$ cat src/design/positional_insert_delete_list_macros.svh
`ifndef POSITIONAL_INSERT_DELETE_LIST_MACROS_SVH
`define POSITIONAL_INSERT_DELETE_LIST_MACROS_SVH

// Same-cycle implication, disabled during reset
`define PIDL_ASSERT_SAME(label, clk, rst, ante, cons, msg) \
   label: assert property (@(posedge clk) disable iff (rst) (ante) |-> (cons)) \
      else $error(msg);

// Next-cycle implication, disabled during reset
`define PIDL_ASSERT_NEXT(label, clk, rst, ante, cons, msg) \
   label: assert property (@(posedge clk) disable iff (rst) (ante) |=> (cons)) \
      else $error(msg);

`endif

$ cat src/design/pidl_pkg.sv
package pidl_pkg;

   // List geometry
   localparam int Capacity      = 16;
   localparam int CntWidth      = $clog2(Capacity + 1);
   localparam int IdxWidth      = $clog2(Capacity);
   localparam int PosWidth      = 8;
   localparam int DataWidth     = 32;
   localparam int CountOutWidth = 7;

   typedef enum logic [1:0] {
      OP_INSERT  = 2'd0,
      OP_VIEW    = 2'd1,
      OP_DEL_POS = 2'd2,
      OP_DEL_VAL = 2'd3
   } op_type;

   typedef enum logic [1:0] {
      ST_DONE = 2'd0,
      ST_NULL = 2'd1,
      ST_FULL = 2'd2,
      ST_BAD  = 2'd3
   } status_type;

   typedef struct packed {
      op_type                      operation;
      logic signed [PosWidth-1:0]  position;
      logic [DataWidth-1:0]        value;
   } req_type;

   typedef struct packed {
      status_type                  status;
      logic [DataWidth-1:0]        read_value;
      logic [CountOutWidth-1:0]    count;
   } rsp_type;

   // Command broadcast to every cell of the row
   typedef struct packed {
      logic                        ins_en;
      logic                        del_pos_en;
      logic                        del_val_en;
      logic [PosWidth-1:0]         target;
      logic [DataWidth-1:0]        value;
      logic [CntWidth-1:0]         count;
   } cell_cmd_type;

endpackage

$ cat src/design/positional_insert_delete_list.sv
// Ordered list of up to Capacity 32-bit words held in a row of cells, one word
// per cell. Every operation (insert, view, delete at position, delete first
// equal word) is handled by all cells at once: each cell compares its position and word
// against the broadcast item and loads from its left or right neighbor, and a
// one-bit hit chain through the row marks the first equal word. The result is
// registered and shows up the cycle after the item is accepted; with rsp_ready
// held high the block takes one item every cycle. A zero word is never stored.
// No clearing pass is needed after reset: only entries below the count are
// ever read.
`include "positional_insert_delete_list_macros.svh"

module positional_insert_delete_list import pidl_pkg::*; (
   input  logic    clock,
   input  logic    reset,
   input  logic    req_valid,
   output logic    req_ready,
   input  req_type req_payload,
   output logic    rsp_valid,
   input  logic    rsp_ready,
   output rsp_type rsp_payload
);

   logic [DataWidth-1:0] cell_data [Capacity];
   logic [DataWidth-1:0] cell_view [Capacity];
   logic                 hit_chain [Capacity+1];
   logic [DataWidth-1:0] view_or;

   logic [CntWidth-1:0]  count_ff;
   logic [CntWidth-1:0]  count_in;
   logic                 rsp_valid_ff;
   rsp_type              rsp_ff;
   rsp_type              rsp_in;
   status_type           status_in;
   cell_cmd_type         cmd;

   logic                 accept;
   logic [PosWidth-1:0]  pos_u;
   logic [PosWidth-1:0]  count_wide;
   logic [PosWidth-1:0]  ins_target;
   logic                 pos_ok;
   logic                 val_null;
   logic                 full;
   logic                 found;
   logic                 ins_ok;
   logic                 del_pos_ok;
   logic                 del_val_ok;
   logic [PosWidth-1:0]  target;
   logic [DataWidth-1:0] read_in;

   // Handshake: output register frees as it drains
   assign req_ready = !rsp_valid_ff || rsp_ready;
   assign accept    = req_valid && req_ready;

   // Position checks
   assign pos_u      = req_payload.position;
   assign count_wide = PosWidth'(count_ff);
   assign pos_ok     = !pos_u[PosWidth-1] && (pos_u < count_wide);
   assign ins_target = (pos_u[PosWidth-1] || (pos_u > count_wide)) ? count_wide : pos_u;
   assign val_null   = (req_payload.value == '0);
   assign full       = (count_ff == CntWidth'(Capacity));
   assign found      = hit_chain[Capacity];

   // Row enables and target, from the item and the current count
   always_comb begin
      ins_ok     = 1'b0;
      del_pos_ok = 1'b0;
      del_val_ok = 1'b0;
      target     = pos_u;
      unique case (req_payload.operation)
         OP_INSERT: begin
            ins_ok = !val_null && !full;
            target = ins_target;
         end
         OP_DEL_POS: begin
            del_pos_ok = pos_ok;
         end
         OP_DEL_VAL: begin
            del_val_ok = !val_null;
         end
         default: begin
            ins_ok = 1'b0;
         end
      endcase
   end

   // Status, count and read word
   always_comb begin
      status_in = ST_DONE;
      count_in  = count_ff;
      read_in   = '0;
      unique case (req_payload.operation)
         OP_INSERT: begin
            if (val_null) begin
               status_in = ST_NULL;
            end else if (full) begin
               status_in = ST_FULL;
            end else begin
               count_in = CntWidth'(count_ff + 1'b1);
            end
         end
         OP_VIEW: begin
            if (pos_ok) begin
               read_in = view_or;
            end else begin
               status_in = ST_BAD;
            end
         end
         OP_DEL_POS: begin
            if (pos_ok) begin
               count_in = CntWidth'(count_ff - 1'b1);
            end else begin
               status_in = ST_BAD;
            end
         end
         OP_DEL_VAL: begin
            if (val_null) begin
               status_in = ST_NULL;
            end else if (found) begin
               count_in = CntWidth'(count_ff - 1'b1);
            end else begin
               status_in = ST_BAD;
            end
         end
         default: begin
            status_in = ST_BAD;
         end
      endcase
   end

   // Command to the cell row, only on an accepted item
   always_comb begin
      cmd.ins_en     = accept && ins_ok;
      cmd.del_pos_en = accept && del_pos_ok;
      cmd.del_val_en = accept && del_val_ok;
      cmd.target     = target;
      cmd.value      = req_payload.value;
      cmd.count      = count_ff;
   end

   // Cell row
   assign hit_chain[0] = 1'b0;

   for (genvar i = 0; i < Capacity; i++) begin : g_cell
      logic [DataWidth-1:0] left_data;
      logic [DataWidth-1:0] right_data;

      if (i == 0) begin : g_first
         assign left_data = req_payload.value;
      end else begin : g_mid_left
         assign left_data = cell_data[i-1];
      end

      if (i == Capacity - 1) begin : g_last
         assign right_data = cell_data[i];
      end else begin : g_mid_right
         assign right_data = cell_data[i+1];
      end

      pidl_cell u_cell (
         .clock      (clock),
         .cmd        (cmd),
         .idx        (IdxWidth'(i)),
         .left_data  (left_data),
         .right_data (right_data),
         .hit_in     (hit_chain[i]),
         .data_out   (cell_data[i]),
         .hit_out    (hit_chain[i+1]),
         .view_data  (cell_view[i])
      );
   end

   // View read: at most one cell drives a nonzero word
   always_comb begin
      view_or = '0;
      for (int k = 0; k < Capacity; k++) begin
         view_or = view_or | cell_view[k];
      end
   end

   // Result item
   always_comb begin
      rsp_in.status     = status_in;
      rsp_in.read_value = read_in;
      rsp_in.count      = CountOutWidth'(count_in);
   end

   always_ff @(posedge clock) begin
      if (reset) begin
         count_ff     <= '0;
         rsp_valid_ff <= 1'b0;
      end else begin
         if (accept) begin
            count_ff     <= count_in;
            rsp_valid_ff <= 1'b1;
         end else if (rsp_ready) begin
            rsp_valid_ff <= 1'b0;
         end
      end
   end

   always_ff @(posedge clock) begin
      if (accept) begin
         rsp_ff <= rsp_in;
      end
   end

   assign rsp_valid   = rsp_valid_ff;
   assign rsp_payload = rsp_ff;

   `PIDL_ASSERT_SAME(a_count_cap, clock, reset, 1'b1,
      count_ff <= CntWidth'(Capacity), "count beyond capacity")
   `PIDL_ASSERT_NEXT(a_reject_keeps, clock, reset, accept && status_in != ST_DONE,
      count_ff == $past(count_ff), "rejected item changed count")
   `PIDL_ASSERT_NEXT(a_insert_grows, clock, reset,
      accept && req_payload.operation == OP_INSERT && status_in == ST_DONE,
      count_ff == CntWidth'($past(count_ff) + 1'b1), "insert did not grow count")
   `PIDL_ASSERT_NEXT(a_delete_shrinks, clock, reset,
      accept && (req_payload.operation == OP_DEL_POS ||
                 req_payload.operation == OP_DEL_VAL) && status_in == ST_DONE,
      count_ff == CntWidth'($past(count_ff) - 1'b1), "delete did not shrink count")
   `PIDL_ASSERT_SAME(a_read_only_done, clock, reset,
      rsp_valid_ff && rsp_ff.read_value != '0,
      rsp_ff.status == ST_DONE, "read word on failed item")

endmodule

$ cat src/design/pidl_cell.sv
module pidl_cell import pidl_pkg::*; (
   input  logic                 clock,
   input  cell_cmd_type         cmd,
   input  logic [IdxWidth-1:0]  idx,
   input  logic [DataWidth-1:0] left_data,
   input  logic [DataWidth-1:0] right_data,
   input  logic                 hit_in,
   output logic [DataWidth-1:0] data_out,
   output logic                 hit_out,
   output logic [DataWidth-1:0] view_data
);

   logic [DataWidth-1:0] data_ff;
   logic [DataWidth-1:0] data_in;
   logic [PosWidth-1:0]  idx_wide;
   logic                 at_target;
   logic                 past_target;
   logic                 in_list;
   logic                 match;

   // Position of this cell against the command
   assign idx_wide    = PosWidth'(idx);
   assign at_target   = (idx_wide == cmd.target);
   assign past_target = (idx_wide > cmd.target);
   assign in_list     = (CntWidth'(idx) < cmd.count);

   // Delete point: this cell or any cell to the left of it
   assign match   = (cmd.del_pos_en && at_target) ||
                    (cmd.del_val_en && in_list && (data_ff == cmd.value));
   assign hit_out = hit_in || match;

   // Insert shifts up from the left, delete pulls down from the right
   always_comb begin
      data_in = data_ff;
      if (cmd.ins_en) begin
         if (at_target) begin
            data_in = cmd.value;
         end else if (past_target) begin
            data_in = left_data;
         end
      end else if (hit_out) begin
         data_in = right_data;
      end
   end

   always_ff @(posedge clock) begin
      data_ff <= data_in;
   end

   assign data_out  = data_ff;
   assign view_data = at_target ? data_ff : '0;

endmodule
$ cat config.mk
export PLATFORM = sky130hd
export DESIGN_NAME = positional_insert_delete_list
export DESIGN_NICKNAME = d
export VERILOG_FILES = /design/src/design/pidl_pkg.sv /design/src/design/positional_insert_delete_list.sv /design/src/design/pidl_cell.sv
export VERILOG_INCLUDE_DIRS = /design/src /design/src/design
export SDC_FILE = /design/constraint.sdc
export NUM_CORES = 2
export LEC_CHECK = 0
export BUFFER_PORTS_ARGS = -buffer_cell sky130_fd_sc_hd__clkbuf_2
export CELL_PAD_IN_SITES_DETAIL_PLACEMENT = 1
export CELL_PAD_IN_SITES_GLOBAL_PLACEMENT = 1
export CORE_ASPECT_RATIO = 1.5
export CORE_MARGIN = 2
export CORE_UTILIZATION = 50
export CTS_CLUSTER_SIZE = 28
export DETAILED_ROUTE_END_ITERATION = 8
export HOLD_SLACK_MARGIN = 0.06
export PLACE_DENSITY = 0.91
export SLEW_MARGIN = 30
export SYNTH_ARGS = -nofsm -noshare
export SYNTH_HDL_FRONTEND = slang
export SYNTH_SLANG_ARGS = --single-unit
$ cat constraint.sdc
create_clock -name clock -period 16.1 [get_ports clock]
set_input_delay 1.61 -clock clock [delete_from_list [all_inputs] [get_ports clock]]
set_output_delay 1.61 -clock clock [all_outputs]
set_load 0.005 [all_outputs]
==> results.cfg <==
[placed_design]
place.port_buffers = 86
gp_congestion = 1.10
dp_hpwl_um = 161000

[worst_setup_path]
crit_type = in -> reg
timing.rr.start = count_ff[4]
endpoint_kind = flip-flop
cp_max_fo = 109
cp-start-kind = input port
cp_data_arrival_time_ns = 7.87
setup.worst_path.start = req_payload[18]
cp.required_ns = 16.44

[grt]
antenna_found_initial = 16
grt_use_total_pct = 56.8
grt-ovfl-total = 0
grt_first_pass_wirelength_um = 310000
grt_max_degree = 227
grt_pass1_vias = 36600

[cts]
clock_latency_ns = 0.71
cts.clk_slew.worst_paths_ns = 0.07
cts_buffers = 56
post_cts_buffers = 0
cts-htree-levels = 2
hold_buffers = 0
cts_tree = yes
postCtsResizedCells = 0
ctsLongestPathBuffers = 3
root_buffer = clkbuf_16
clkSinkCount = 557

[synth]
yosys-top-cells-area = edfxtp_1, mux2i_1, xnor2_1
yosys.cell_count.top_type = nand2_1
yosys_register_bits = 557
ys.warnings.count = 0
synth_area_leader_cell = edfxtp_1
async_flop_share_pct = 0
synthDominantCellAreaShare_pct = 42.8
ys_types = 87
seq_area_frac_synth_pct = 43.1
synthTopCellsByCount = nand2_1, edfxtp_1, o21ai_0
synthCells = 3911
synth_edf_count = 551
syn_avg_cell_area_sq_um = 9.88
synthesis.area_sq_um = 38600
dominantRegCellSynth = edfxtp_1

[route]
vias = 37400
ant_nets = 0
viasPerCell = 7.71
wirelength_um = 230000
drc = 0
drtIter0Drc = 6297
firstDrtPassIters = 8
wl_per_cell_um = 47.4

[power_and_ir_drop]
peakVddDrop_mv = 0.121
p_leak_nw = 14.9
power_density_nw_per_um2 = 88.6

[timing]
fin_crit_ns = 7.53
relSlewSlack_pct = 3.84
rsz0062_at_grt = no
finalHoldViolCount = 0
fin_crit_sh_pct = 46.8
worst_pin_slew_ns = 1.43
clock.fmax_mhz = 133
setup-tns-final_ns = 0
setup_viol = 0
slew_violations = 0
finClkSkew_ns = 0.0672

[floorplanning]
io_pins = 89
fp-row-count = 124
start_util_pct = 50.6
die_area_sq_um = 79600
dieWidth_um = 231
coreArea_sq_um = 76300
die_height_um = 344

[flow_run]
maxCapViolations = 0

[cells_and_area]
area_delta_synth_final_pct = 8.66
nNetsFinal = 3849
drive_gt1_share_pct = 10.0
final_util_pct = 55.0

[worst_hold_path]
hold_class = reg -> reg
hold_start = g_cell[15].u_cell.data_out[31]

[outcome]
outcome = completed
[cells in the final DEF, fill, tap and decap left out, types with 37 or more instances in the layout]
cell | netlist | layout
o21ai_0 | 464 | 462
edfxtp_1 | 551 | 551
clkbuf_2 | 0 | 84
a22oi_1 | 48 | 48
mux2i_1 | 455 | 455
nand2_1 | 640 | 634
nor4_1 | 65 | 62
buf_4 | 8 | 80
clkbuf_16 | 0 | 57
a31oi_1 | 39 | 37
xor2_1 | 125 | 120
nand4_1 | 126 | 126
a221oi_1 | 92 | 92
nor2_1 | 71 | 62
xnor2_1 | 393 | 384
a22o_1 | 86 | 86
[report_power, final]
part           leakage [nW]  total, mW  internal [mW]  switching (mW)
registers              5.11       1.70           1.64          0.0598
logic                  8.93      0.633          0.157           0.476
clock network         0.865       1.38          0.728           0.655
total                  14.9       3.72           2.53            1.19
[cell families after synthesis]
| group | count (synthesis) | share of synthesized area, % |
|---|---|---|
| and+or+nand+nor | 1085 | 13.2 |
| AOI/OAI and AO/OA | 864 | 14.3 |
| DFF | 557 | 43.1 |
| xor gates and xnor gates | 518 | 11.7 |
| muxes | 491 | 12.8 |
| buffers and inverters | 381 | 4.30 |
| adders and majority gates | 14 | 0.453 |
| other | 1 | 0.00971 |
[sequential cells by signal, indices dropped and copies added, names as in the netlist]
name,count
g_cell.u_cell.data_out,512
rsp_payload,39
count_ff,5
rsp_valid,1
[per-layer routing]
layer,GRT usage (%),part of all wire (%),vias up
met5,0.180,0.0096,-
met4,58.5,14,4
met3,18.3,13,1343
met2,85.7,42,3563
met1,61.3,31,18300
li1,-,-,14200
[critical path, cell delays in order]
cell and delay, ns:
clkbuf_2 0.53, nor4_1 0.88, nand4_1 0.57, or2_1 0.58
nand2_1 0.18, nor2_1 0.12, nand2_4 0.61, buf_4 0.84
buf_6 0.64, buf_4 0.75, o21ai_0 0.30
[final timing paths]
check / to / slack, ns / depth (start not counted)
hold / removal: g_cell[14].u_cell.data_out[31] / 0.63 / 2
setup / recovery: g_cell[1].u_cell.data_out[13] / 8.57 / 11
hold reg to reg: g_cell[14].u_cell.data_out[31] / 0.63 / 2
setup reg to reg: g_cell[13].u_cell.data_out[6] / 9.78 / 14
[final cells by class]
class / count / area [sq um]
Antenna cell: 10 / 25.0
Clock buffer: 66 / 1460
Clock inverter: 37 / 343
Fill cell: 8280 / 34400
Inverter: 19 / 71.3
Multi-Input combinational cell: 2974 / 20800
Sequential cell: 557 / 16700
Tap cell: 1008 / 1260
Timing Repair Buffer: 181 / 1310
[stage by stage]
step | power, mW | cell area (sq um) | std cells | worst slack (ns) | hold WS, ns
floorplan | 2.01 | 38600 | 3912 | 9.44 | 0.558
global placement | 2.29 | 39800 | 4732 | 8.44 | 0.557
detailed placement | 2.31 | 40000 | 4737 | 8.16 | 0.605
CTS | 3.65 | 41800 | 4840 | 8.72 | 0.628
global route | 3.74 | 42000 | 4844 | 8.57 | 0.657
finish | 3.72 | 42000 | 4852 | 8.57 | 0.627
(Power assumes the default switching activity.)
